File: config.mk
export PLATFORM = sky130hd
export DESIGN_NAME = dhp_ctrl
export DESIGN_NICKNAME = d
export VERILOG_FILES = /design/src/dhp_pkg.sv /design/src/dhp_ctrl.sv
export VERILOG_INCLUDE_DIRS = /design/src /design/src/src
export SDC_FILE = /design/constraint.sdc
export NUM_CORES = 1
export LEC_CHECK = 0
export ABC_AREA = 1
export BUFFER_PORTS_ARGS = -buffer_cell sky130_fd_sc_hd__buf_4
export CAP_MARGIN = 20
export CORE_MARGIN = 4
export CORE_UTILIZATION = 42
export DETAILED_ROUTE_END_ITERATION = 6
export PLACE_DENSITY = 0.73
export SETUP_SLACK_MARGIN = 0.2
export SYNTH_ARGS = -nofsm -noshare
export SYNTH_HDL_FRONTEND = slang
export SYNTH_SLANG_ARGS = --single-unit
File: constraint.sdc
create_clock -name clk -period 1.1 [get_ports clk]
set_input_delay 0.11 -clock clk [delete_from_list [all_inputs] [get_ports clk]]
set_output_delay 0.11 -clock clk [all_outputs]
set_load 0.01 [all_outputs]
File: src/assert_macros.svh
// ---------------------------------------------------------------------------
// Assertion macros
// Shared concurrent assertion helpers. They compile to nothing when SYNTH is
// defined.
// ---------------------------------------------------------------------------
`ifndef ASSERT_MACROS_SVH
`define ASSERT_MACROS_SVH

`ifndef SYNTH

// The expression holds at every clock edge outside reset.
`define ASSERT_ALWAYS(label, clk, rst_n, expr, msg) \
    label: assert property (@(posedge clk) disable iff (!rst_n) (expr)) \
        else $error(msg);

// Whenever the antecedent holds, the consequent holds in the same cycle.
`define ASSERT_IMPLIES(label, clk, rst_n, ante, cons, msg) \
    label: assert property (@(posedge clk) disable iff (!rst_n) (ante) |-> (cons)) \
        else $error(msg);

`else

`define ASSERT_ALWAYS(label, clk, rst_n, expr, msg)
`define ASSERT_IMPLIES(label, clk, rst_n, ante, cons, msg)

`endif

`endif

File: src/dhp_pkg.sv
// ---------------------------------------------------------------------------
// dhp_pkg
// Types and constants shared by the depth histogram percentile modules.
// ---------------------------------------------------------------------------
package dhp_pkg;

    // Default sizes for the histogram.
    localparam int DEPTH_BITS_DEF = 16;
    localparam int COUNT_BITS_DEF = 32;

    // Fixed field widths.
    localparam int BYTE_BITS  = 8;
    localparam int VALUE_BITS = 16;
    localparam int FRAC_BITS  = 17;
    localparam int OUT_BITS   = 32;
    localparam int Q_BITS     = 16;
    localparam int Q16_ONE    = 65536;

    // Step counter of the bit-serial multiplier.
    localparam int MUL_CNT_W  = $clog2(FRAC_BITS);

    // Operation codes of an input item.
    localparam logic OP_PIXEL = 1'b0;
    localparam logic OP_QUERY = 1'b1;

    // Commands from the controller to the datapath.
    typedef struct packed {
        logic clr_write;
        logic pix_accept;
        logic pix_write;
        logic q_accept;
        logic mul_step;
        logic tgt_load;
        logic scan_run;
        logic out_load;
    } cmd_t;

    // Status from the datapath to the controller.
    typedef struct packed {
        logic raw_zero;
        logic total_zero;
        logic clr_last;
        logic mul_last;
        logic scan_hit;
        logic out_free;
    } sts_t;

endpackage

File: src/dhp_ctrl.sv
// ---------------------------------------------------------------------------
// dhp_ctrl
// Sequencer for the clearing pass, pixel updates and percentile queries.
// ---------------------------------------------------------------------------
`include "assert_macros.svh"

module dhp_ctrl
    import dhp_pkg::*;
(
    input  logic clk,
    input  logic rst_n,
    input  logic in_valid,
    input  logic operation,
    output logic in_stall,
    input  sts_t sts,
    output cmd_t cmd
);

    typedef enum logic [6:0] {
        S_CLEAR  = 7'b0000001,
        S_IDLE   = 7'b0000010,
        S_PIX_WR = 7'b0000100,
        S_MUL    = 7'b0001000,
        S_TGT    = 7'b0010000,
        S_SCAN   = 7'b0100000,
        S_DONE   = 7'b1000000
    } state_t;

    state_t state_reg;
    state_t state_next;

    assign in_stall = (state_reg != S_IDLE);

    always_ff @(posedge clk or negedge rst_n)
    begin
        if (!rst_n)
        begin
            state_reg <= S_CLEAR;
        end
        else
        begin
            state_reg <= state_next;
        end
    end

    always_comb
    begin
        state_next = state_reg;
        cmd        = '0;
        unique case (state_reg)
            S_CLEAR:
            begin
                cmd.clr_write = 1'b1;
                if (sts.clr_last)
                begin
                    state_next = S_IDLE;
                end
            end
            S_IDLE:
            begin
                if (in_valid)
                begin
                    if (operation == OP_PIXEL)
                    begin
                        cmd.pix_accept = 1'b1;
                        if (!sts.raw_zero)
                        begin
                            state_next = S_PIX_WR;
                        end
                    end
                    else
                    begin
                        cmd.q_accept = 1'b1;
                        state_next   = sts.total_zero ? S_DONE : S_MUL;
                    end
                end
            end
            S_PIX_WR:
            begin
                cmd.pix_write = 1'b1;
                state_next    = S_IDLE;
            end
            S_MUL:
            begin
                cmd.mul_step = 1'b1;
                if (sts.mul_last)
                begin
                    state_next = S_TGT;
                end
            end
            S_TGT:
            begin
                cmd.tgt_load = 1'b1;
                state_next   = S_SCAN;
            end
            S_SCAN:
            begin
                cmd.scan_run = 1'b1;
                if (sts.scan_hit)
                begin
                    state_next = S_DONE;
                end
            end
            S_DONE:
            begin
                if (sts.out_free)
                begin
                    cmd.out_load = 1'b1;
                    state_next   = S_IDLE;
                end
            end
            default:
            begin
                state_next = S_CLEAR;
            end
        endcase
    end

    `ASSERT_IMPLIES(a_load_needs_slot, clk, rst_n, cmd.out_load, sts.out_free, "result loaded into a full output register")

endmodule

## After elaboration in Yosys (flattened, before gate mapping)

Index checks and enable logic that the tools add are counted.

- Bits in registers: 7
- Bits of input ports: 10
- Output and inout port bits: 9
- Word-level logic and storage cells: 38

- Equality and inequality tests: 14
- Muxes and demuxes: 22
- Reduce and logical (&&, ||, !) cells: 1

Operators with widths:

| cell | count |
|---|---|
| two-way mux 7 bit | 8 |
| case mux 7 bit (7 select lines) | 1 |
| two-way mux 1 bit | 13 |
| != test 2 bit, second input constant | 5 |
| == test 7 x 1 -> 1 bit, second input constant | 1 |
| == test 7 x 2 -> 1 bit, second input constant | 1 |
| == test 7 x 3 -> 1 bit, second input constant | 1 |
| == test 7 x 4 -> 1 bit, second input constant | 1 |
| == test 7 x 5 -> 1 bit, second input constant | 1 |
| == test 7 x 6 -> 1 bit, second input constant | 1 |
| == test 7 bit, second input constant | 1 |
| != test 7 x 2 -> 1 bit, second input constant | 1 |
| AND reduction 6 bit | 1 |
| != test 3 bit, second input constant | 1 |

## Logic depth before layout (Yosys ltp)

Gate-level depths: netlist (run 1).

- Depth after elaboration: 4
- Gate-level depth with buffers: 8

## Worst setup path before layout (run 1)

Ideal clock, no wire load.

- Kind: register to output
- From: register state_reg[4]
- To: output cmd[6] in the netlist's numbering
- Data arrival time: 1,113 ps
- Data required time: 990 ps
- Path slack: -123 ps
- Cell stages (with the launch flop): 7
- Buffers on the path: 0
- Cell sequence: dfrtp_1 -> inv_2 -> nand2_2 -> nor2_4 -> nand2_2 -> or2_1 -> nor2_1

RTL lines:

| what | line | text |
|---|---|---|
| from (decl) | dhp_ctrl.sv:29 | `state_t state_reg;` |
| from (signal assigned) | dhp_ctrl.sv:42 | `state_reg <= state_next;` |
| to (decl) | dhp_ctrl.sv:16 | `output cmd_t cmd` |

==> reports/qor.csv, run 1 <==
metric;value;unit
Via Count;887;
Synthesized Nets;97;
main flop type after synthesis;dfrtp_1;
Worst-Skew Late Latency;0.26;ns
Initial DRC Count;60;
CP top delay family;simple AND/OR/NAND/NOR gates;
number of synthesis warnings;0;
number of synthesized flops with an enable pin;0;
Critical path buffers and inverters;2;
Root Buffer;clkbuf_4;
share of cells above drive strength 1;0.7391;
Synth Instances;87;
Startpoint Class;register;
via/cell ratio;5.836;
busiest grt layer;met2;
DRT Pass-1 Iters;4;
leak pwr;0.6550;nW
Placer Congestion;0.8035;
Clock transition at path regs;0.06;ns
WP data arrival;1.54;ns
WL final;3043;um
Final Setup Violations;16;
Final Cycle Share;1.500;
Vert. Die Dim;44.37;um
critical path type;reg2out;
Max Cap Viol;0;
H-Tree Depth;1;
Fin. Hold Viols;0;
CP Capture Type;primary output;
minimum clock period;1.650;ns
I/O pin cnt;19;
Reg2Reg Depth;9;
CP max stage delay;0.41;ns
RSZ-0062 raised after global routing;yes;
Final Slew Violations;0;
Peak VDD IR;0.001200;V
largest net degree at the start of global routing;8;
PortBufs;18;
drt drc;0;
CTS max path bufs;2;
Sw Share;0.4636;
P_sw;917.7;uW
pre-CTS setup slack;-0.1762;ns
worst path cell trace;inv_2 > nand2_4 > nor2_4 > nand2_2 > or2_4 > nor2_2 > buf_4;
Die ar.;1969;um2
n_diodes;0;
GR Layer Usage met3;0.03659;
asr flop ratio synth;1.000;
FP Rows;12;
Max Fclk;605.9;MHz
die extent in x;44.37;um
FF-to-FF Start;state_reg[4];
reg2reg setup slack;-0.43;ns
hold path cells;4;
Hold WC Path Type;in2reg;
M2 GR Usage;0.4390;
worst rel slew slack;0.7905;
first-pass GRT wire length;3546;um
critical hold path startpoint;sts[4];
total global routing overflow;0;
Final #Nets;149;
Num CTS Buffers;3;
P&R area growth vs syn;105.0;%
Avg Inst Size Synth;6.385;um2
CP required;0.99;ns
register bit total from synthesis;7;
failing checks;setup timing;
Hold Path End;state_reg[3];
slowest CP cell;dfrtp_1;
Seq/Total Area, Yosys;0.3176;
Syn Std Cell Area;555.5;um2
CTS sink count;7;
worst-path maximum fanout;3;
final antenna-violating net count;0;
R2R Path End;state_reg[2];
met1 Usage GRT;0.2914;
final setup skew;0.01001;ns
vias in the first global route;774;
PD cells;1738;nW/um2
starting density of the core;0.4744;
power share of the clock group;0.127;
internal power;1.062;mW
status;complete, but fails checks;
DP HPWL;1072;um
CTS tree;done;
gr usage total;0.2492;
post-route setup slack;-0.5503;ns
Reg power frac;0.191;
Worst Tran Pin Value;0.3143;ns
core area;1171;um2
post-DR wirelength/cell;20.02;um
Synth cell types;17;
Overall Power;1.979;mW
Comb power frac;0.681;
initial antenna violation count;0;
max reg flops;7;
[cells by family after synthesis]
family                 share of synthesized area
and+or+nand+nor                           0.5090
AOI/OAI and AO/OA                        0.02477
buffers and inverters                     0.1487
DFF                                       0.3176
[final cells by class]
| class | count | area [um2] |
|---|---|---|
| Multi-Input combinational cell | 58 | 417.9 |
| Clock buffer | 4 | 26.28 |
| Fill cell | 19 | 32.53 |
| Sequential cell | 7 | 177.7 |
| Tap cell | 14 | 17.52 |
| Inverter | 22 | 82.58 |
| Timing Repair Buffer | 47 | 416.7 |
[Yosys cell counts, types with 2 or more instances]
library cell   n  area (um2)
dfrtp_1        6       150.1
nor2_4         3       33.78
inv_1         20       75.07
nand2_1       18       67.56
nand2_2        6       37.54
nand3_1        7       35.03
nor2_1        15       56.30
inv_2          2       7.510
nand3_2        2       20.02
[metal layers]
metal / up-vias / part of all wire
met5: - / 0
met1: 396 / 0.35
met3: 32 / 0.095
met4: 0 / 0.073
met2: 100 / 0.48
li1: 359 / -
[metrics by stage]
step | hold slack (ns) | std cells | setup TNS (ns) | area, um2 | util
finish | 0.1739 | 152 | -6.834 | 1139 | 0.9722
global route | 0.1682 | 152 | -7.471 | 1139 | 0.9722
CTS | 0.1335 | 146 | -4.403 | 1074 | 0.9167
detailed placement | -0.07206 | 127 | -1.446 | 800.8 | 0.6838
global placement | -0.07350 | 127 | -1.307 | 800.8 | 0.6838
floorplan | -0.1856 | 87 | -0.2231 | 588.1 | -
[how the worst max path moves through the flow]
stage | start | depth (start not counted) | to
after floorplan | state_reg[4] | 6 | cmd[6]
after global placement | state_reg[4] | 7 | cmd[6]
after detailed placement | state_reg[4] | 7 | cmd[6]
after CTS | state_reg[4] | 7 | cmd[6]
after global routing | state_reg[4] | 7 | cmd[6]
final | state_reg[4] | 7 | cmd[6]
[power by group through the flow]
stage	clock [mW]	combinational (mW)	sequential [mW]
detailed placement	0	0.759	0.368
CTS	0.240	1.12	0.366
finish	0.252	1.35	0.379
global placement	0	0.751	0.367
global route	0.268	1.40	0.383
floorplan	0	0.531	0.364
[cells in the final DEF (no fill, tap or decap), types with 2 or more instances in the layout]
master    synthesis  routed
buf_4             0      32
nand3_2           2       6
inv_2             2      14
buf_6             0      13
nand2_1          18      11
nor2_2            1       8
clkbuf_4          0       3
nor2_1           15       7
o21ai_2           1       2
inv_1            20       8
nor2_4            3       4
nand2_2           6       8
nand2_4           0       5
dfrtp_1           6       5
nand3_4           0       2
[timing repair]
item	CTS	global route
pin swaps	14	10
endpoints found under the hold margin	7	0
buffers inserted	14	6
resized for setup	31	7
endpoints found under the setup margin	16	16
hold buffers	1	0
[worst register-to-register path, delay by kind of cell (launching register included)]
kind | cells | cell delay, ns
buffers and inverters | 2 | 0.24
and+or+nand+nor | 7 | 0.76
DFF | 1 | 0.41
(Power assumes the default switching activity.)
==> inputs of run 2 (changes only) <==
Settings changed: BUFFER_PORTS_ARGS -buffer_cell sky130_fd_sc_hd__buf_4 to default, CORE_AREA from default to 4 4 41 43, CORE_MARGIN 4 to default, CORE_UTILIZATION 42 to default, DIE_AREA from default to 0 0 45 47, DONT_BUFFER_PORTS from default to 1, GPL_ROUTABILITY_DRIVEN from default to 0, HOLD_SLACK_MARGIN from default to 0.1, PLACE_DENSITY 0.73 to 0.6.
==> run 2 against run 1 <==
Net effect:
- the run still ends with setup timing left
- highest routed layer unchanged
- sequential power down 1%
- clock-buffer cell count fell by 1
- clock power decreased by 3%
- cell area decreased by 6.8%
- hold slack worse by 0.15 ns
- final cell count fell by 9.2%
- die area increased by 7.4%
- sequential share of layout area grew 1.1 points
==> reports/qor.csv, run 2 (synthesis gave the netlist of run 1 again) <==
metric;value;unit;change
status;complete, but fails checks;;unchanged
failing checks;setup timing;;unchanged
placed instance count;115;;was 127
CTS max path bufs;2;;unchanged
Die ar.;2115;um2;was 1969 um2
fill cell count;74;;was 19
Startpoint Class;register;;unchanged
critical path type;reg2out;;unchanged
H-Tree Depth;1;;unchanged
placed inst area;704.4;um2;was 800.8 um2
Initial DRC Count;15;;was 60
Hold WC Path Type;in2reg;;unchanged
Final Cell Area;1061;um2;was 1139 um2
crit-path most repeated cell;nor2_4;;
Peak VDD IR;0.001420;V;was 0.001200 V
CP max stage delay;0.40;ns;was 0.41 ns
total global routing overflow;0;;unchanged
Critical path buffers and inverters;1;;was 2
Max Cap Viol;0;;unchanged
CP Capture Type;primary output;;unchanged
Fin. Hold Viols;0;;unchanged
FP Rows;13;;was 12
DRT Pass-1 Iters;5;;was 4
leak pwr;0.5654;nW;was 0.6550 nW
most common cell after layout, fill and taps aside;buf_4;;unchanged
vias in the first global route;654;;was 774
WL final;1959;um;was 3043 um
final setup skew;0.01243;ns;was 0.01001 ns
CP top delay family;simple AND/OR/NAND/NOR gates;;unchanged
I/O pin cnt;19;;unchanged
Via Count;675;;was 887
cts hold-fix bufs;2;;was 1
minimum clock period;1.502;ns;was 1.650 ns
post-route setup slack;-0.4019;ns;was -0.5503 ns
initial antenna violation count;0;;unchanged
starting density of the core;0.4269;;was 0.4744
first-pass GRT wire length;2746;um;was 3546 um
worst rel slew slack;0.7850;;was 0.7905
Core Util, Final;0.8154;;was 0.9722
largest net degree at the start of global routing;8;;unchanged
worst path cell trace;inv_2 > nand2_4 > nor2_4 > nand2_2 > or2_4 > nor2_4;;was inv_2 > nand2_4 > nor2_4 > nand2_2 > or2_4 > nor2_2 > buf_4
gr usage total;0.1885;;was 0.2492
commonest cells after routing, fill and taps aside;buf_4 (19), inv_2 (11), buf_6 (11);;was buf_4 (32), inv_2 (14), buf_6 (13)
CTS sink count;7;;unchanged
Worst-Skew Late Latency;0.26;ns;about the same
Final Cycle Share;1.365;;was 1.500
Worst Tran Pin Value;0.3215;ns;was 0.3143 ns
drt drc;0;;unchanged
worst-path maximum fanout;3;;unchanged
PortBufs;0;;was 18
P&R area growth vs syn;90.99;%;was 105.0%
slowest CP cell;dfrtp_1;;unchanged
Root Buffer;clkbuf_4;;unchanged
Clock transition at path regs;0.06;ns;about the same
PD cells;1764;nW/um2;was 1738 nW/um2
CTS tree;done;;unchanged
setup TNS;-5.562;ns;was -6.834 ns
Overall Power;1.872;mW;was 1.979 mW
Vert. Die Dim;47;um;was 44.37 um
CP required;0.99;ns;about the same
final antenna-violating net count;0;;unchanged
max reg flops;7;;unchanged
Max Fclk;665.8;MHz;was 605.9 MHz
DP HPWL;1124;um;was 1072 um
WP data arrival;1.39;ns;was 1.54 ns
RSZ-0062 raised after global routing;yes;;unchanged
final cell count without fillers;138;;was 152
n_diodes;0;;unchanged
Final Slew Violations;0;;unchanged
Final Setup Violations;16;;unchanged
Final #Nets;134;;was 149
share of cells above drive strength 1;0.7154;;was 0.7391
post-DR wirelength/cell;14.20;um;was 20.02 um
die extent in x;45;um;was 44.37 um
via/cell ratio;4.891;;was 5.836
core area;1301;um2;was 1171 um2
Num CTS Buffers;3;;unchanged
run 2: layer usage:
metal | global-route usage | up-vias | routed length, um
met5 | 0 | - | 0
li1 | - | 328 | -
met1 | 0.1972 | 309 | 766
met2 | 0.3192 | 32 | 1034
met4 | 0.1111 | 0 | 33
met3 | 0.07663 | 6 | 124
run 2: metrics by stage:
step / hold slack [ns] / worst slack (ns)
detailed placement: -0.1855 / -0.1668
finish: 0.02838 / -0.4019
floorplan: -0.1856 / -0.09096
global route: 0.02890 / -0.4545
global placement: -0.1854 / -0.1637
CTS: 0.04706 / -0.4194
run 2: worst register-to-register path: stages (launching register included):
cell and delay [ns]:
dfstp_2 0.55, inv_2 0.05, nand2_4 0.09, nor2_4 0.04
buf_4 0.12, buf_6 0.11, nand3_4 0.06, nand2_4 0.06
nor2_4 0.12, nand2_2 0.07, nor2_1 0.10
run 2: what timing repair did:
item | CTS | global route
buffers inserted | 13 | 4
pin swaps | 17 | 15
setup endpoints to repair | 16 | 16
hold endpoints to repair | 10 | 2
gates resized for setup | 21 | 27
run 2: final cells by class:
class / instances / area [um2] / share of cell area
inverter: 22 / 90.09 / 0.08491
clock buffer: 3 / 22.52 / 0.02123
timing repair buffer: 32 / 286.5 / 0.2700
clock inverter: 1 / 5.005 / 0.004717
tap: 15 / 18.77 / 0.01769
sequential: 7 / 177.7 / 0.1675
multi-input combinational: 58 / 460.4 / 0.4340
run 2: power by group:
part	internal, mW	switching (mW)
Clock	0.134	0.111
Combinational	0.582	0.670
Sequential	0.326	0.0485
Total	1.04	0.830
run 2: path summary, 6_finish.rpt:
kind | from | endpoint | slack [ns] | cells past startpoint
min | operation | state_reg[2] | 0.03 | 2
min reg2reg | state_reg[6] | state_reg[5] | 0.69 | 3
min in group asynchronous | rst_n | state_reg[3] | 0.17 | 1
max | state_reg[5] | cmd[6] | -0.40 | 6
max in group asynchronous | rst_n | state_reg[0] | 0.64 | 1
max reg2reg | state_reg[0] | state_reg[4] | -0.37 | 10
